[config.mk]
export PLATFORM = sky130hd
export DESIGN_NAME = lplr_mul
export DESIGN_NICKNAME = d
export VERILOG_FILES = /design/src/rtl/lplr_pkg.sv /design/src/rtl/lplr_mul.sv
export SDC_FILE = /design/constraint.sdc
export NUM_CORES = 2
export LEC_CHECK = 0
export BUFFER_PORTS_ARGS = -buffer_cell sky130_fd_sc_hd__buf_4
export CAP_MARGIN = 20
export CORE_UTILIZATION = 50
export CTS_CLUSTER_DIAMETER = 30
export CTS_CLUSTER_SIZE = 16
export DETAILED_ROUTE_END_ITERATION = 6
export PLACE_DENSITY = 0.66
export SLEW_MARGIN = 20
export SYNTH_ARGS = -nofsm -noshare
export SYNTH_HDL_FRONTEND = slang
export SYNTH_SLANG_ARGS = --single-unit
[constraint.sdc]
create_clock -name clock -period 8.57 [get_ports clock]
set_input_delay 0.4285 -clock clock [delete_from_list [all_inputs] [get_ports clock]]
set_output_delay 0.4285 -clock clock [all_outputs]
set_load 0.05 [all_outputs]
[src/rtl/lplr_pkg.sv]
// Shared types, constants and helpers for the four-pole ladder lowpass with ramped controls.
// No dependencies; every other file in rtl/ uses it by scoped names.
package lplr_pkg;

   localparam int LPLR_SAMPLE_BITS = 24;
   localparam int LPLR_CHANNELS    = 2;

   localparam int LPLR_CSR_IDX_W  = 3;
   localparam int LPLR_CSR_DATA_W = 32;

   // Shared multiplier: 34 x 34 signed operands, full product
   localparam int LPLR_OP_W   = 34;
   localparam int LPLR_PROD_W = 2 * LPLR_OP_W;

   // Unsigned Q1.30 coefficients
   localparam logic [30:0] K_116   = 31'd1245540516;
   localparam logic [30:0] K_015   = 31'd161061274;
   localparam logic [30:0] K_035   = 31'd375949225;
   localparam logic [30:0] K_030   = 31'd322122547;
   localparam logic [30:0] ONE_Q30 = 31'd1073741824;

   localparam logic [31:0] CUTOFF_START_RST = 32'h8000_0000;

   typedef enum logic [LPLR_CSR_IDX_W-1:0] {
      CSR_CHANNEL_MODE    = 3'd0,
      CSR_CUTOFF_START    = 3'd1,
      CSR_CUTOFF_SLOPE    = 3'd2,
      CSR_CUTOFF_CURVE    = 3'd3,
      CSR_RESONANCE_START = 3'd4,
      CSR_RESONANCE_SLOPE = 3'd5,
      CSR_RESONANCE_CURVE = 3'd6
   } lplr_csr_type;

   typedef struct packed {
      logic signed [LPLR_SAMPLE_BITS-1:0] sample_left;
      logic signed [LPLR_SAMPLE_BITS-1:0] sample_right;
      logic                               first_of_block;
   } lplr_req_type;

   typedef struct packed {
      logic signed [LPLR_SAMPLE_BITS-1:0] filtered_left;
      logic signed [LPLR_SAMPLE_BITS-1:0] filtered_right;
   } lplr_rsp_type;

   typedef struct packed {
      logic               channel_mode;
      logic        [31:0] cutoff_start;
      logic signed [31:0] cutoff_slope;
      logic signed [31:0] cutoff_curve;
      logic        [31:0] resonance_start;
      logic signed [31:0] resonance_slope;
      logic signed [31:0] resonance_curve;
   } lplr_cfg_type;

   typedef enum logic [1:0] {
      ST_IDLE,
      ST_COEF,
      ST_LANE,
      ST_FINISH
   } lplr_state_type;

   // Operand pair issued to the shared multiplier
   typedef enum logic [3:0] {
      OP_NONE,
      OP_CUT_K116,
      OP_F_F,
      OP_F2_F2,
      OP_K015_F2,
      OP_K035_F4,
      OP_RES_V,
      OP_OUT3_FB,
      OP_X_G,
      OP_K030_IN,
      OP_D_OUT
   } lplr_mop_type;

   // What to do with the product registered in the previous cycle
   typedef enum logic [3:0] {
      USE_NONE,
      USE_F,
      USE_F2,
      USE_F4,
      USE_V,
      USE_G,
      USE_FB,
      USE_X0,
      USE_XG,
      USE_ACC,
      USE_POLE
   } lplr_use_type;

   typedef struct packed {
      lplr_mop_type mop;
      lplr_use_type use_op;
      logic [1:0]   rd_pole;
      logic [1:0]   wr_pole;
      logic         lane;
   } lplr_ctrl_type;

   typedef struct packed {
      logic busy;
      logic finish;
   } lplr_stat_type;

   function automatic logic signed [31:0] sat32(input logic signed [35:0] v);
      logic signed [35:0] hi;
      logic signed [35:0] lo;
      hi = 36'sd2147483647;
      lo = -36'sd2147483648;
      if (v > hi) begin
         return 32'sh7FFF_FFFF;
      end else if (v < lo) begin
         return 32'sh8000_0000;
      end
      return v[31:0];
   endfunction

   function automatic logic signed [LPLR_SAMPLE_BITS-1:0] sat_sample(
      input logic signed [31:0] v);
      logic signed [32:0] smax;
      logic signed [32:0] smin;
      logic signed [32:0] w;
      smax = 33'((64'sd1 <<< (LPLR_SAMPLE_BITS - 1)) - 64'sd1);
      smin = -smax - 33'sd1;
      w    = 33'(v);
      if (w > smax) begin
         w = smax;
      end else if (w < smin) begin
         w = smin;
      end
      return w[LPLR_SAMPLE_BITS-1:0];
   endfunction

endpackage

[src/rtl/lplr_mul.sv]
// Shared signed multiplier with a registered product.
// Depends on lplr_pkg for operand and product widths.
module lplr_mul (
   input  logic                                       clock,
   input  logic                                       enable,
   input  logic signed [lplr_pkg::LPLR_OP_W-1:0]      op_a,
   input  logic signed [lplr_pkg::LPLR_OP_W-1:0]      op_b,
   output logic signed [lplr_pkg::LPLR_PROD_W-1:0]    prod
);

   logic signed [lplr_pkg::LPLR_PROD_W-1:0] prod_ff;
   logic signed [lplr_pkg::LPLR_PROD_W-1:0] prod_in;

   assign prod_in = op_a * op_b;

   always_ff @(posedge clock) begin
      if (enable) begin
         prod_ff <= prod_in;
      end
   end

   assign prod = prod_ff;

endmodule

# Yosys cells after proc, flatten, opt, wreduce, memory -nomap -nowiden
# Cells that the tools add are included.
dict set report totals {
  reg_bits 68
  out_inout_bits 68
  wordCells 2
}
dict set report op_classes {
  multipliers 1
}
# cell n
set op_table {}
lappend op_table {{$mul A34 B34 Y68} 1}

# Depth between registers and ports, before layout
dict set report depth {
  ltp_word 1
  ltp_mapped 31
  depth_no_buf 29
}

# Worst setup path before layout
# No wires, ideal clock.
dict set report synth_path {
  kind {input to register}
  start {input op_a[33] (netlist bit)}
  end {register prod_ff (netlist bit prod[61]) (data pin)}
  setup_time_ns 0.259
  t_arrival_ns 7.690
  required_ns 8.311
  slack_ns 0.621
  stages 23
  n_path_buf 2
  cell_sequence {clkbuf_1 > nand2_1 > inv_1 > fa_1 > fa_1 > fa_1 > fa_1 > fa_1 > fa_1 > fa_1 > fa_1 > ha_1 > clkbuf_1 > a21oi_1 > o21bai_1 > a21oi_1 > o21ai_0 > and2_1 > o41a_1 > o21ba_2 > a21o_1 > a21oi_2 > xnor2_1}
}
dict set report synth_between {
  elab_chain_cells 1
}
# item line
set synth_lines {}
lappend synth_lines {{start: declaration} lplr_mul.sv:6} ;# input logic signed [lplr_pkg::LPLR_OP_W-1:0] op_a,
lappend synth_lines {{$mul A34 B34 Y68} lplr_mul.sv:14} ;# assign prod_in = op_a * op_b;
lappend synth_lines {{via prod_in (one bit)} lplr_mul.sv:12} ;# logic signed [lplr_pkg::LPLR_PROD_W-1:0] prod_in;
lappend synth_lines {{end signal: assignment} lplr_mul.sv:18} ;# prod_ff <= prod_in;
lappend synth_lines {{end: declaration} lplr_mul.sv:11} ;# logic signed [lplr_pkg::LPLR_PROD_W-1:0] prod_ff;
# The timed path passes the listed nets, and every way through them passes these cells.
# A chain may end at the register's enable or synchronous reset.

# Final worst setup path
dict set report layout_path {
  start {input op_b[7] (netlist bit)}
  end {register prod_ff (netlist bit prod[67]) (data pin)}
}
dict set report layout_between {
  elab_chain_cells 1
}
# item line
set layout_lines {}
lappend layout_lines {{start: declaration} lplr_mul.sv:7} ;# input logic signed [lplr_pkg::LPLR_OP_W-1:0] op_b,
lappend layout_lines {{$mul A34 B34 Y68} lplr_mul.sv:14}
lappend layout_lines {{via prod_in (one bit)} lplr_mul.sv:12}
# The timed path passes the listed nets, and every way through them passes these cells.

==> Flow_metrics.wiki <==
{| class="wikitable"
! Metric !! Value
|-
| Overflow left after global routing || 0
|-
| Setup crit end kind || register
|-
| Standard cell core area || 0.0868 mm2
|-
| Die Y-Extent || 298 um
|-
| Unrepaired setup endpoints after global routing || no
|-
| Total Negative Setup Slacks || 0 ps
|-
| Die Footprint || 0.0889 mm2
|-
| Final count of negative-setup-slack endpoints || 0
|-
| Cell taking the most area after synthesis || sky130_fd_sc_hd__fa_1
|-
| Via count || 30276
|-
| Initial DRT Pass Iterations || 7
|-
| Maximum number of pins on one net before global-route repair || 69
|-
| Total track usage || 0.272
|-
| EDFF count, synth || 68
|-
| Count of pins on the block boundary || 138
|-
| Final Max Slew Viols || 0
|-
| Placement-stage cell area || 0.0458 mm2
|-
| Crit path time final || 8050 ps
|-
| Area share of the leading cell type in the synthesized netlist || 0.567
|-
| Final Hold Viols || 0
|-
| Detail Route Antenna Nets || 0
|-
| Layout overhead on the synthesized area || 5.18%
|-
| Data arrival at the endpoint of the critical path || 8150 ps
|-
| WL/cell || 20.3 um
|-
| Status || completed
|-
| Number of warning messages in the yosys log || 0
|-
| Worst slew margin relative to its limit || 0.328
|-
| Count of nets after finishing || 6069
|-
| Number of buffers created by CTS || 9
|-
| Worst slew pin tran || 1010 ps
|-
| End of the worst hold path || prod[67]
|-
| Post-route DRC violation count || 0
|-
| Detailed-route vias per instance || 5.30
|-
| Vias in the first global route || 33344
|-
| Clock tree from TritonCTS || yes
|-
| Number of flip-flops under the largest register name || 68
|-
| Startpoint type of the worst setup path || input port
|-
| Number of placement rows || 108
|-
| Width of the die || 298 um
|-
| Clock tree sinks || 68
|-
| Effective utilization at floorplan || 0.505
|-
| I/O Buffers || 137
|-
| Final WL || 116000 um
|-
| Share of the yosys chip area belonging to registers || 0.0466
|-
| Max Cap Violations || 0
|-
| WHS Path Cells || 1
|-
| Count of routing violations after the opening detailed-route iteration || 1720
|-
| Top cells by area, synth || sky130_fd_sc_hd__fa_1 57%, sky130_fd_sc_hd__inv_1 11%, sky130_fd_sc_hd__and2_1 8.9%
|-
| Synthesized netlist cell count || 4578
|-
| Area of the multi-input gates || 0.0362 mm2
|-
| Number of gates resized after cts || 0
|-
| Number of buffers added for setup after CTS || 0
|-
| Summed area of non-filler cells in the final layout || 0.0461 mm2
|-
| Number of antenna violations at the first check in global routing || 6
|-
| Net count after synthesis || 6093
|-
| Ys flop type || sky130_fd_sc_hd__edfxtp_1
|-
| Weighted congestion at the end of routability-driven global placement || 0.940
|-
| Final-layout fill cell count || 7968
|-
| Fraction of final layout cells sized beyond drive strength 1 || 0.0522
|-
| Final critical-path share of the clock period || 0.940
|-
| Area of the mapped netlist || 0.0438 mm2
|-
| Path type of the worst setup path || in2reg
|-
| Worst hold path startpoint || enable
|-
| Final HPWL DP || 96800 um
|-
| Required arrival time at the worst endpoint || 8660 ps
|-
| Avg Inst Size Synth || 9.58 um2
|-
| Count of hold buffers inserted by post-cts repair || 0
|-
| Wire length of the first global-routing pass || 185000 um
|-
| Max H-tree Level || 3
|-
| Storage element area || 0.00204 mm2
|-
| Clock Pin Slew Worst Setup and Hold Paths || 70 ps
|-
| Maximum clock path buffer count || 2
|-
| Highest attainable clock frequency || 124 MHz
|-
| Class of the worst hold path || in2reg
|-
| Yosys cell types || 73
|-
| Count of state elements after synthesis || 68
|-
| CTS Root Buffer Type || sky130_fd_sc_hd__clkbuf_16
|-
| Critical-path maximum fanout || 34
|-
| Fraction of synthesis flops using an asynchronous set or reset pin || 0
|}
==> layer usage <==
| layer | GRT usage | up-vias | wire length (um) |
|---|---|---|---|
| li1 | - | 12902 | - |
| met1 | 0.329 | 16055 | 42600 |
| met2 | 0.485 | 1044 | 60800 |
| met3 | 0.0266 | 269 | 5870 |
| met4 | 0.131 | 6 | 6520 |
| met5 | 0 | - | 36 |
==> layout by cell type (no fill, tap or decap), drive strengths merged, types with 4 or more instances in the layout <==
cell     count
a211oi       8
a21o        37
a221oi       4
a21oi       59
nand4       14
buf        196
nand2b      14
o21bai      13
inv       1235
o21a         6
a2111oi      4
nand3        8
xor2        20
nor3        10
o21ai       38
clkbuf       9
nand2      550
ha         204
a31oi        7
clkinv       5
o211ai       8
and2       625
nor2b        8
nor2        55
and3        10
fa        1241
xnor2       57
nor4         4
edfxtp      68
==> metrics by stage <==
stage	worst slack [ps]	hold WS (ps)	utilization	instances
6_report	517	705	0.532	5715
5_1_grt	224	711	0.532	5714
4_1_cts	602	684	0.532	5714
3_5_place_dp	232	913	0.528	5698
3_3_place_gp	285	912	0.528	5698
2_1_floorplan	621	541	-	4578
==> cells by family after synthesis <==
logic type / share of synthesized area
buffers and inverters: 0.127
AOI/OAI and AO/OA: 0.0336
xor gates and xnor gates: 0.0154
DFF: 0.0466
and+or+nand+nor: 0.153
adders and majority gates: 0.625
==> cells in the mapped netlist (all sizes together) (4+ instances only) <==
cell and n:
a221oi 4, and2 625, ha 204, nor2 55, o21a 6, o21ai 38, nor4 4, o21bai 13
nor3 10, nor2b 8, a21oi 59, nand3 8, and3 10, a2111oi 4, edfxtp 68, a21o 37
a211oi 8, nand2b 14, nand2 550, nand4 14, buf 14, fa 1241, xor2 20, o211ai 8
clkbuf 217, a31oi 7, xnor2 57, inv 1235
==> layout make-up <==
class | instances | area share
inverters | 1236 | 0.101
multi-input cells | 3043 | 0.786
clock buffers | 9 | 0.00488
clock inverters | 7 | 0.000950
repair buffers | 196 | 0.0319
well taps | 1155 | 0.0313
diodes | 1 | 0.0000543
flip-flops and latches | 68 | 0.0443
==> how the worst max path moves through the flow <==
stage	startpoint	endpoint	slack, ps	cells past startpoint
after floorplan	op_a[33]	prod[61]	620	23
after global placement	op_b[10]	prod[63]	290	26
after detailed placement	op_b[10]	prod[65]	230	26
after CTS	op_b[7]	prod[67]	600	25
after global routing	op_a[33]	prod[67]	220	27
final	op_b[7]	prod[67]	520	25
==> worst max-delay path, stage by stage <==
cell	delay (ps)
sky130_fd_sc_hd__buf_4	420
sky130_fd_sc_hd__nand2_1	230
sky130_fd_sc_hd__inv_1	140
sky130_fd_sc_hd__fa_1	400
sky130_fd_sc_hd__inv_1	220
sky130_fd_sc_hd__fa_1	530
sky130_fd_sc_hd__inv_1	180
sky130_fd_sc_hd__fa_1	480
sky130_fd_sc_hd__fa_1	680
sky130_fd_sc_hd__fa_1	490
sky130_fd_sc_hd__fa_1	510
sky130_fd_sc_hd__fa_1	490
sky130_fd_sc_hd__inv_1	50
sky130_fd_sc_hd__fa_1	470
sky130_fd_sc_hd__inv_1	40
sky130_fd_sc_hd__ha_1	400
sky130_fd_sc_hd__and3_1	250
sky130_fd_sc_hd__and3_1	200
sky130_fd_sc_hd__nand3_1	160
sky130_fd_sc_hd__a2111oi_2	490
sky130_fd_sc_hd__o41a_1	300
sky130_fd_sc_hd__o21ba_2	170
sky130_fd_sc_hd__nor2_2	60
sky130_fd_sc_hd__o31ai_2	240
sky130_fd_sc_hd__xnor2_1	100
Power is left out: the tool's default activity adds up to more than one toggle a clock period on the data nets, which glitch-free logic cannot reach.
