<file path="config.mk">
export PLATFORM = sky130hd
export DESIGN_NAME = lplr_seq
export DESIGN_NICKNAME = d
export VERILOG_FILES = /design/src/rtl/lplr_pkg.sv /design/src/rtl/lplr_seq.sv
export SDC_FILE = /design/constraint.sdc
export NUM_CORES = 1
export LEC_CHECK = 0
export BUFFER_PORTS_ARGS = -buffer_cell sky130_fd_sc_hd__buf_2
export CORE_UTILIZATION = 45
export DETAILED_ROUTE_END_ITERATION = 8
export PLACE_DENSITY = 0.71
export SKIP_LAST_GASP = 1
export SLEW_MARGIN = 20
export SYNTH_ARGS = -nofsm -noshare
export SYNTH_HDL_FRONTEND = slang
export SYNTH_SLANG_ARGS = --single-unit
</file>
<file path="constraint.sdc">
create_clock -name clock -period 2 [get_ports clock]
set_clock_uncertainty 0.2 [all_clocks]
set_input_delay 0.4 -clock clock [delete_from_list [all_inputs] [get_ports clock]]
set_output_delay 0.4 -clock clock [all_outputs]
set_load 0.02 [all_outputs]
</file>
<file path="src/rtl/lplr_pkg.sv">
// Shared types, constants and helpers for the four-pole ladder lowpass with ramped controls.
// No dependencies; every other file in rtl/ uses it by scoped names.
package lplr_pkg;

   localparam int LPLR_SAMPLE_BITS = 24;
   localparam int LPLR_CHANNELS    = 2;

   localparam int LPLR_CSR_IDX_W  = 3;
   localparam int LPLR_CSR_DATA_W = 32;

   // Shared multiplier: 34 x 34 signed operands, full product
   localparam int LPLR_OP_W   = 34;
   localparam int LPLR_PROD_W = 2 * LPLR_OP_W;

   // Unsigned Q1.30 coefficients
   localparam logic [30:0] K_116   = 31'd1245540516;
   localparam logic [30:0] K_015   = 31'd161061274;
   localparam logic [30:0] K_035   = 31'd375949225;
   localparam logic [30:0] K_030   = 31'd322122547;
   localparam logic [30:0] ONE_Q30 = 31'd1073741824;

   localparam logic [31:0] CUTOFF_START_RST = 32'h8000_0000;

   typedef enum logic [LPLR_CSR_IDX_W-1:0] {
      CSR_CHANNEL_MODE    = 3'd0,
      CSR_CUTOFF_START    = 3'd1,
      CSR_CUTOFF_SLOPE    = 3'd2,
      CSR_CUTOFF_CURVE    = 3'd3,
      CSR_RESONANCE_START = 3'd4,
      CSR_RESONANCE_SLOPE = 3'd5,
      CSR_RESONANCE_CURVE = 3'd6
   } lplr_csr_type;

   typedef struct packed {
      logic signed [LPLR_SAMPLE_BITS-1:0] sample_left;
      logic signed [LPLR_SAMPLE_BITS-1:0] sample_right;
      logic                               first_of_block;
   } lplr_req_type;

   typedef struct packed {
      logic signed [LPLR_SAMPLE_BITS-1:0] filtered_left;
      logic signed [LPLR_SAMPLE_BITS-1:0] filtered_right;
   } lplr_rsp_type;

   typedef struct packed {
      logic               channel_mode;
      logic        [31:0] cutoff_start;
      logic signed [31:0] cutoff_slope;
      logic signed [31:0] cutoff_curve;
      logic        [31:0] resonance_start;
      logic signed [31:0] resonance_slope;
      logic signed [31:0] resonance_curve;
   } lplr_cfg_type;

   typedef enum logic [1:0] {
      ST_IDLE,
      ST_COEF,
      ST_LANE,
      ST_FINISH
   } lplr_state_type;

   // Operand pair issued to the shared multiplier
   typedef enum logic [3:0] {
      OP_NONE,
      OP_CUT_K116,
      OP_F_F,
      OP_F2_F2,
      OP_K015_F2,
      OP_K035_F4,
      OP_RES_V,
      OP_OUT3_FB,
      OP_X_G,
      OP_K030_IN,
      OP_D_OUT
   } lplr_mop_type;

   // What to do with the product registered in the previous cycle
   typedef enum logic [3:0] {
      USE_NONE,
      USE_F,
      USE_F2,
      USE_F4,
      USE_V,
      USE_G,
      USE_FB,
      USE_X0,
      USE_XG,
      USE_ACC,
      USE_POLE
   } lplr_use_type;

   typedef struct packed {
      lplr_mop_type mop;
      lplr_use_type use_op;
      logic [1:0]   rd_pole;
      logic [1:0]   wr_pole;
      logic         lane;
   } lplr_ctrl_type;

   typedef struct packed {
      logic busy;
      logic finish;
   } lplr_stat_type;

   function automatic logic signed [31:0] sat32(input logic signed [35:0] v);
      logic signed [35:0] hi;
      logic signed [35:0] lo;
      hi = 36'sd2147483647;
      lo = -36'sd2147483648;
      if (v > hi) begin
         return 32'sh7FFF_FFFF;
      end else if (v < lo) begin
         return 32'sh8000_0000;
      end
      return v[31:0];
   endfunction

   function automatic logic signed [LPLR_SAMPLE_BITS-1:0] sat_sample(
      input logic signed [31:0] v);
      logic signed [32:0] smax;
      logic signed [32:0] smin;
      logic signed [32:0] w;
      smax = 33'((64'sd1 <<< (LPLR_SAMPLE_BITS - 1)) - 64'sd1);
      smin = -smax - 33'sd1;
      w    = 33'(v);
      if (w > smax) begin
         w = smax;
      end else if (w < smin) begin
         w = smin;
      end
      return w[LPLR_SAMPLE_BITS-1:0];
   endfunction

endpackage

</file>
<file path="src/rtl/lplr_seq.sv">
// Sequencer: steps the coefficient pass and the per-lane pole passes through the multiplier.
// Depends on lplr_pkg for state, micro-op and status types.
module lplr_seq (
   input  logic                    clock,
   input  logic                    reset,
   input  logic                    accept,
   input  logic                    stereo,
   input  logic                    out_free,
   output lplr_pkg::lplr_ctrl_type ctrl,
   output lplr_pkg::lplr_stat_type stat
);

   localparam logic [3:0] COEF_LAST = 4'd8;
   localparam logic [3:0] LANE_LAST = 4'd10;

   lplr_pkg::lplr_state_type state_ff, state_in;
   logic [3:0]               step_ff, step_in;
   logic                     lane_ff, lane_in;

   always_ff @(posedge clock) begin
      if (reset) begin
         state_ff <= lplr_pkg::ST_IDLE;
         step_ff  <= '0;
         lane_ff  <= 1'b0;
      end else begin
         state_ff <= state_in;
         step_ff  <= step_in;
         lane_ff  <= lane_in;
      end
   end

   always_comb begin
      state_in     = state_ff;
      step_in      = step_ff;
      lane_in      = lane_ff;
      ctrl.mop     = lplr_pkg::OP_NONE;
      ctrl.use_op  = lplr_pkg::USE_NONE;
      ctrl.rd_pole = 2'd0;
      ctrl.wr_pole = 2'd0;
      ctrl.lane    = lane_ff;
      stat.busy    = (state_ff != lplr_pkg::ST_IDLE);
      stat.finish  = 1'b0;

      unique case (state_ff)
         lplr_pkg::ST_IDLE: begin
            if (accept) begin
               state_in = lplr_pkg::ST_COEF;
               step_in  = '0;
               lane_in  = 1'b0;
            end
         end
         lplr_pkg::ST_COEF: begin
            unique case (step_ff)
               4'd0: ctrl.mop = lplr_pkg::OP_CUT_K116;
               4'd1: ctrl.use_op = lplr_pkg::USE_F;
               4'd2: ctrl.mop = lplr_pkg::OP_F_F;
               4'd3: ctrl.use_op = lplr_pkg::USE_F2;
               4'd4: ctrl.mop = lplr_pkg::OP_F2_F2;
               4'd5: begin
                  ctrl.mop    = lplr_pkg::OP_K015_F2;
                  ctrl.use_op = lplr_pkg::USE_F4;
               end
               4'd6: begin
                  ctrl.mop    = lplr_pkg::OP_K035_F4;
                  ctrl.use_op = lplr_pkg::USE_V;
               end
               4'd7: begin
                  ctrl.mop    = lplr_pkg::OP_RES_V;
                  ctrl.use_op = lplr_pkg::USE_G;
               end
               4'd8: ctrl.use_op = lplr_pkg::USE_FB;
               default: ctrl.mop = lplr_pkg::OP_NONE;
            endcase
            if (step_ff == COEF_LAST) begin
               state_in = lplr_pkg::ST_LANE;
               step_in  = '0;
            end else begin
               step_in = step_ff + 4'd1;
            end
         end
         lplr_pkg::ST_LANE: begin
            // Products of in_k and out_k are issued ahead; the sum waits for x.
            unique case (step_ff)
               4'd0: begin
                  ctrl.mop     = lplr_pkg::OP_OUT3_FB;
                  ctrl.rd_pole = 2'd3;
               end
               4'd1: begin
                  ctrl.mop     = lplr_pkg::OP_K030_IN;
                  ctrl.use_op  = lplr_pkg::USE_X0;
                  ctrl.rd_pole = 2'd0;
               end
               4'd2: begin
                  ctrl.mop    = lplr_pkg::OP_X_G;
                  ctrl.use_op = lplr_pkg::USE_ACC;
               end
               4'd3: begin
                  ctrl.mop     = lplr_pkg::OP_D_OUT;
                  ctrl.use_op  = lplr_pkg::USE_XG;
                  ctrl.rd_pole = 2'd0;
               end
               4'd4: begin
                  ctrl.mop     = lplr_pkg::OP_K030_IN;
                  ctrl.use_op  = lplr_pkg::USE_POLE;
                  ctrl.rd_pole = 2'd1;
                  ctrl.wr_pole = 2'd0;
               end
               4'd5: begin
                  ctrl.mop     = lplr_pkg::OP_D_OUT;
                  ctrl.use_op  = lplr_pkg::USE_ACC;
                  ctrl.rd_pole = 2'd1;
               end
               4'd6: begin
                  ctrl.mop     = lplr_pkg::OP_K030_IN;
                  ctrl.use_op  = lplr_pkg::USE_POLE;
                  ctrl.rd_pole = 2'd2;
                  ctrl.wr_pole = 2'd1;
               end
               4'd7: begin
                  ctrl.mop     = lplr_pkg::OP_D_OUT;
                  ctrl.use_op  = lplr_pkg::USE_ACC;
                  ctrl.rd_pole = 2'd2;
               end
               4'd8: begin
                  ctrl.mop     = lplr_pkg::OP_K030_IN;
                  ctrl.use_op  = lplr_pkg::USE_POLE;
                  ctrl.rd_pole = 2'd3;
                  ctrl.wr_pole = 2'd2;
               end
               4'd9: begin
                  ctrl.mop     = lplr_pkg::OP_D_OUT;
                  ctrl.use_op  = lplr_pkg::USE_ACC;
                  ctrl.rd_pole = 2'd3;
               end
               4'd10: begin
                  ctrl.use_op  = lplr_pkg::USE_POLE;
                  ctrl.wr_pole = 2'd3;
               end
               default: ctrl.mop = lplr_pkg::OP_NONE;
            endcase
            if (step_ff == LANE_LAST) begin
               step_in = '0;
               if (!lane_ff && stereo) begin
                  lane_in = 1'b1;
               end else begin
                  state_in = lplr_pkg::ST_FINISH;
               end
            end else begin
               step_in = step_ff + 4'd1;
            end
         end
         lplr_pkg::ST_FINISH: begin
            // hold until the output register can take the beat
            stat.finish = out_free;
            if (out_free) begin
               state_in = lplr_pkg::ST_IDLE;
            end
         end
         default: state_in = lplr_pkg::ST_IDLE;
      endcase
   end

endmodule
</file>
== Word level (Yosys, flattened, before mapping) ==
Index checks and enable logic that the tools add are counted.

* Equal/unequal tests: 19
* Add/subtract/negate cells: 1
* Reductions and logical operators: 17
* Mux-type cells: 23

{| class="wikitable"
|+ Operators with widths
! kind !! count
|-
| $pmux W3 S6 || 2
|-
| $pmux W4 S4 || 2
|-
| $eq A4 B3 Y1 const B || 4
|-
| $mux W4 || 4
|-
| $pmux W8 S2 || 1
|-
| $reduce_or A4 Y1 || 4
|-
| $eq A4 B4 Y1 const B || 3
|-
| $ne A2 B2 Y1 const B || 6
|-
| $pmux W2 S3 || 2
|-
| $pmux W4 S3 || 1
|-
| $mux W2 || 5
|-
| $eq A4 B2 Y1 const B || 2
|-
| $pmux W2 S4 || 1
|-
| $reduce_and A5 Y1 || 1
|-
| $add A4 B1 Y4 const B || 1
|-
| $eq A2 B2 Y1 const B || 2
|-
| $eq A4 B1 Y1 const B || 1
|-
| $logic_not A4 Y1 || 1
|-
| $mux W1 || 4
|-
| $reduce_and A4 Y1 || 1
|-
| $reduce_bool A2 Y1 || 2
|-
| $reduce_or A2 Y1 || 2
|-
| $reduce_bool A3 Y1 || 1
|-
| $reduce_or A3 Y1 || 1
|-
| other kinds (6) || 6
|}

* Logic and storage cells: 63
* Register bits after elaboration: 7
* Output and inout bits: 15
* Input bits: 5

== Depth between registers and ports, before layout ==
Gate-level depths: netlist of run 1.

* Depth in word-level cells: 5
* Depth in mapped cells: 7
* Mapped depth without buffers: 6

== Least setup slack after synthesis of run 1 ==
OpenSTA, ideal clock, no wires.

* Path type: register -> output
* Start: register state_ff[0]
* End: output ctrl[9] (netlist name)
* Stages on the path, launching flop included: 8
* Setup slack: -0.372 ns
* Arrival: 1.772 ns
* Path buffers: 1
* Cell sequence: dfxtp_1 > inv_1 > ha_1 > clkbuf_1 > nand2_1 > nor2_1 > a211oi_1 > a211oi_1

{| class="wikitable"
|+ RTL lines
! item !! RTL line !! RTL
|-
| start, declared || lplr_seq.sv:16 || <nowiki>lplr_pkg::lplr_state_type state_ff, state_in;</nowiki>
|-
| start signal, assigned || lplr_seq.sv:22 || <nowiki>state_ff <= lplr_pkg::ST_IDLE;</nowiki>
|-
| start signal, assigned || lplr_seq.sv:26 || <nowiki>state_ff <= state_in;</nowiki>
|-
| end, declared || lplr_seq.sv:9 || <nowiki>output lplr_pkg::lplr_ctrl_type ctrl,</nowiki>
|}

==> results.md, run 1 <==
* Status: finished, violations left
* Failing checks: setup timing
* Final Hold Viols at 0
* Startpoint Class: flop
* Fmax at 435.1 MHz
* Clk sinks at 7
* Nets at 196
* Post-synthesis sequential element count at 7
* CP delay by family, top: compound AO/OA/AOI/OAI gates
* Post-synthesis sequential area ratio at 15.03%
* Crit-path cells: inv_4 -> ha_4 -> buf_6 -> o21ai_0 -> a21oi_1 -> a31oi_4 -> o22ai_2 -> buf_6
* Adder-Cell Fraction of Synth Area at 10.74%
* DP HPWL at 2172 um
* Hold WS at 208.8 ps
* Filler cells at 113
* DRC Markers at 0
* Peak VDD IR at 0.7218 mV
* Critical Path Fanout Max at 7
* Main combinational cell family by area after synthesis: compound AO/OA/AOI/OAI gates
* Reg clk slew, reported paths at 50 ps
* Count of endpoints failing setup in the final report at 10
* Clock tree from TritonCTS: yes
* Clk Latency, worst-skew pair at 250 ps
* Hold Path Depth at 2
* Max clock buf depth at 2
* Initial antenna violation count at 0
* Sw Pwr at 0.7433 mW
* MaxCap Viol Count at 0
* Post-Syn Area at 932.1 um^2
* DRT iter0 DRCs at 23
* Via density at 5.545
* Die width at 47.51 um
* Min cycle time layout at 2298 ps
* # diodes at 0
* Vias in the first global route at 976
* Clk pwr share at 8.0%
* Core area at 1962 um^2
* CTS Hold Bufs at 0
* CP max stage cell: dfxtp_4
* Sw Share at 45.65%
* Worst-margin pin slew at 314.5 ps
* CP dominant cell by count: buf_6
* Simple-gate portion of the synthesized area at 29.53%
* Seq pwr share at 12.2%
* Synthesis Warnings at 0
* CP required at 1400 ps
* Synth Area in Compound Gates at 32.89%
* Share of cells above drive strength 1 at 60.44%
* Tcrit/Tclk final at 114.9%
* Synthesis-to-layout area growth at 77.32%
* CP peak stage delay at 370 ps
* Grt total ovfl at 0
* Register-to-Register Path Depth at 8
* Relative slew slack at 78.91%
* Flop2flop setup slack at 60 ps
* Drt pass-1 iters at 4
* Most frequent cells in the layout: 42 x buf_4, 12 x nand2_1, 11 x buf_6
* Commonest non-fill, non-tap cell in the layout: buf_4
* Final GP Congestion at 0.9091
* WL/cell at 15.30 um
* Initial Utilization at 47.51%
* ANT nets after route at 0
* Levels on crit path at 8
* Fin. max-slew vios at 0
* Setup TNS at -2292 ps
* Critical path buffers and inverters at 3
* Crit Path Category: flop to output port
* Global-route wire length before repair at 4333 um
* Arr. time, crit path at 1700 ps
* CTS Root Cell: clkbuf_4
* Die Area at 2257 um^2
* Total Routed Length at 3197 um
* I/O pin count at 20
* Via count at 1,159
* Cts bufs inserted at 3
* Die height at 47.51 um
* Crit. End Element: output port
* Synth Instances at 128
* Syn nets at 141
* P per Cell Area at 985.2 nW/um^2
* Largest net degree at the start of global routing at 13
* Xor/xnor share of the synthesized area at 0.9396%
* Total track usage at 27.35%
* Leakage at 0.7228 nW
* Port Buf Inserts at 19
* Netlist cell types at 40
* # rows at 16
* Combinational fraction of design power at 79.8%
* Post-synthesis mux area share at 1.074%
* H-tree depth at 1
* P_int at 0.8850 mW
* Synthesized area per cell at 7.282 um^2
* Hold WC Path Type: input pin to flop
* Slack of the critical path at -298.1 ps
* RSZ-0062 raised after global routing: true
kinds of logic after synthesis:
group / count (synthesis)
compound gates: 44
simple gates: 48
mux: 1
xor+xnor: 1
fa+ha+maj: 8
buf+inv: 19
flops: 7
power groups by stage:
stage          Sequential (mW)  Clock, mW  Combinational [mW]
2_1_floorplan            0.196          0               0.662
3_3_place_gp             0.189          0                1.02
3_5_place_dp             0.191          0                1.04
4_1_cts                  0.193      0.134                1.18
5_1_grt                  0.201      0.143                1.39
6_report                 0.198      0.131                1.30
routing by layer:
metal | global-route usage (%) | share of wire [%] | vias to the layer above
met5 | 0 | 0 | -
met4 | 10.29 | 1.7 | 0
met3 | 2.642 | 1.8 | 6
met2 | 48.77 | 51 | 24
met1 | 33.71 | 45 | 555
li1 | - | - | 574
worst reg2reg max path, stage by stage, from the launching register on:
cell,delay (ps)
dfxtp_4,360
buf_6,120
ha_4,170
or2_4,240
buf_4,130
buf_4,120
a32o_1,240
a32oi_1,190
nor2_1,60
sequential cells by signal, summed over array words and instances, names as in the netlist:
name      flops
lane_ff       1
state_ff      2
step_ff       4
stage by stage:
step                cells  area, um^2  util (%)  setup WS [ps]  total power [mW]
floorplan             128        1044         -         -1.211            0.8574
global placement      198        1361     69.39         -153.8             1.206
detailed placement    198        1361     69.39         -180.2             1.228
CTS                   205        1560     79.53         -230.8             1.506
global route          209        1653     84.25         -341.2             1.737
finish                209        1653     84.25         -298.1             1.628
cell type report:
type                       count  area, um^2  area share [%]
tap                           27       33.78           2.044
timing repair buffer          61       489.2           29.60
multi-input combinational    102       913.4           55.26
sequential                     7       152.6           9.235
inverter                       8       37.54           2.271
clock buffer                   4       26.28           1.590
synthesized netlist by cell type:
cell	instances	area, um^2
nand2_1	14	52.55
a21oi_1	12	60.06
nor2_1	9	33.78
ha_1	8	100.1
inv_1	8	30.03
o21ai_0	8	40.04
buf_2	7	35.03
dfxtp_1	7	140.1
nand2b_1	6	37.54
nand3_1	4	20.02
o22ai_1	4	25.02
a211oi_1	3	22.52
or2_2	3	18.77
a221oi_1	2	17.52
a31oi_1	2	12.51
and2_1	2	12.51
and3b_1	2	17.52
clkbuf_1	2	7.510
nand3b_4	2	40.04
o221a_2	2	22.52
o31ai_1	2	15.01
a211o_1	1	8.760
a22o_1	1	8.760
a22oi_1	1	7.510
a22oi_4	1	21.27
a311oi_1	1	8.760
a32o_1	1	10.01
a32oi_1	1	8.760
and2b_1	1	7.510
and4_1	1	8.760
buf_4	1	7.510
buf_6	1	11.26
mux2i_1	1	10.01
nand4_1	1	6.260
nand4b_1	1	8.760
nor3_1	1	5.000
o21a_1	1	7.510
o32a_1	1	10.01
or3_1	1	6.260
xnor2_1	1	8.760
path summary, 6_finish.rpt:
kind	from	endpoint
worst min-delay path	reset	step_ff[0]
worst max register to register	step_ff[0]	step_ff[1]
worst min register to register	lane_ff	lane_ff
worst max-delay path	step_ff[0]	ctrl[6]
what timing repair did:
item | 4_1_cts | 5_1_grt
gates resized for setup | 44 | 19
setup buffers | 3 | 4
endpoints found under the setup margin | 14 | 14
pin swaps | 14 | 3
(Power assumes the default switching activity.)
==> run 2, diff against run 1 <==
CTS_CLUSTER_SIZE = 25   (was not set)
RECOVER_POWER = 100   (was not set)
==> results.md, run 2 (synthesis results as in run 1) <==
* Status: finished, violations left
* Failing checks: setup timing
* Total track usage at 27.35%
* Count of endpoints failing setup in the final report at 10
* Max clock buf depth at 2
* P per Cell Area at 978.5 nW/um^2
* H-tree depth at 1
* Clk Latency, worst-skew pair at 250 ps
* Grt total ovfl at 0
* Initial Utilization at 47.51%
* # rows at 16
* Crit Path Category: flop to output port
* Die width at 47.51 um
* Synthesis-to-layout area growth at 76.24%
* Initial antenna violation count at 0
* Nets at 196
* Tcrit/Tclk final at 114.7%
* Commonest non-fill, non-tap cell in the layout: buf_4
* Relative slew slack at 78.86%
* MaxCap Viol Count at 0
* CP dominant cell by count: buf_6
* Vias in the first global route at 976
* Critical Path Fanout Max at 7
* Regs by FF count: step_ff x4, state_ff x2, lane_ff x1
* Arr. time, crit path at 1690 ps
* Global-route wire length before repair at 4333 um
* Crit. End Element: output port
* Final Hold Viols at 0
* Largest Register: step_ff
* DRT iter0 DRCs at 21
* Largest net degree at the start of global routing at 13
* CP peak stage delay at 370 ps
* Clock tree from TritonCTS: yes
* Via density at 5.617
* Total Routed Length at 3198 um
* RSZ-0062 raised after global routing: true
* ANT nets after route at 0
* Fmax at 435.8 MHz
* Reg clk slew, reported paths at 50 ps
* CP delay by family, top: compound AO/OA/AOI/OAI gates
* Drt pass-1 iters at 4
* # diodes at 0
* Leakage at 0.7063 nW
* Slack of the critical path at -294.5 ps
* Hold WC Path Type: input pin to flop
* Share of cells above drive strength 1 at 58.24%
* Final GP Congestion at 0.9091
* WL/cell at 15.30 um
* Via count at 1,174
* Peak VDD IR at 0.7082 mV
* CTS Root Cell: clkbuf_4
* Critical path buffers and inverters at 3
* CTS Hold Bufs at 0
* Min cycle time layout at 2295 ps
* Startpoint Class: flop
* Most frequent cells in the layout: 40 x buf_4, 12 x nand2_1, 11 x buf_6
* CP max stage cell: dfxtp_4
* Core area at 1962 um^2
* I/O pin count at 20
* Worst-margin pin slew at 315.1 ps
* DP HPWL at 2172 um
* Filler cells at 116
* DRC Markers at 0
* Tot Pwr at 1.607 mW
* Clk sinks at 7
* Die Area at 2257 um^2
* CP required at 1400 ps
* Setup TNS at -2279 ps
* Port Buf Inserts at 19
* Fin. max-slew vios at 0
* Cts bufs inserted at 3
* Die height at 47.51 um
* Crit-path cells: inv_4 -> ha_4 -> buf_6 -> o21ai_0 -> a21oi_1 -> a31oi_4 -> o22ai_2 -> buf_6
* Largest register FFs at 4
run 2: cell count changes in the layout (fill, tap and decap cells not counted):
cell | before | now
clkbuf_1 | 1 | 5
buf_2 | 7 | 4
clkbuf_2 | 0 | 1
buf_4 | 42 | 40
run 2: per-layer routing:
layer	up-vias	share of wire [%]	GRT usage, %
li1	574	-	-
met1	562	45	33.71
met3	6	2.3	2.642
met4	0	1.8	10.29
met5	-	0	0
met2	32	51	48.77
run 2: what timing repair did:
action                     in CTS  in global routing
setup endpoints to repair      14                 14
buffers inserted                3                  4
gates cloned                    0                  0
pin swaps                      14                  3
resized for setup              44                 19
run 2: layout make-up:
type	instances	area, um^2	share of cell area, %
multi-input cells	102	913.4	55.60
flip-flops and latches	7	152.6	9.292
clock buffers	4	26.28	1.599
inverters	8	37.54	2.285
repair buffers	61	479.2	29.17
well taps	27	33.78	2.056
run 2: where the power goes:
| group | switching [mW] | internal [mW] |
|---|---|---|
| sequential | 0.0272 | 0.171 |
| clock | 0.0538 | 0.0762 |
| combinational | 0.662 | 0.617 |
run 2: path summary, 6_finish.rpt:
kind	from	endpoint	slack (ps)	depth (start not counted)
max reg2reg	state_ff[1]	state_ff[0]	50	9
min reg2reg	lane_ff	lane_ff	380	2
min	reset	step_ff[0]	210	2
max	step_ff[0]	ctrl[6]	-290	8
run 2: worst reg2reg max path, stage by stage (launching register included):
cell      delay, ps
dfxtp_2         320
buf_6           120
ha_4            170
buf_8           120
buf_4           130
clkbuf_2        170
nand2_1          80
o221a_2         220
a21oi_1          80
a311oi_1        240
run 2: per-stage QoR:
stage | instances | cell area, um^2 | worst slack [ps] | hold slack (ps) | utilization [%]
after CTS | 205 | 1560 | -230.8 | 200.9 | 79.53
after floorplan | 128 | 1044 | -1.211 | 258.8 | -
final | 209 | 1643 | -294.5 | 211.2 | 83.74
after global placement | 198 | 1361 | -153.8 | 347.0 | 69.39
after detailed placement | 198 | 1361 | -180.2 | 375.8 | 69.39
after global routing | 209 | 1643 | -341.2 | 213.7 | 83.74
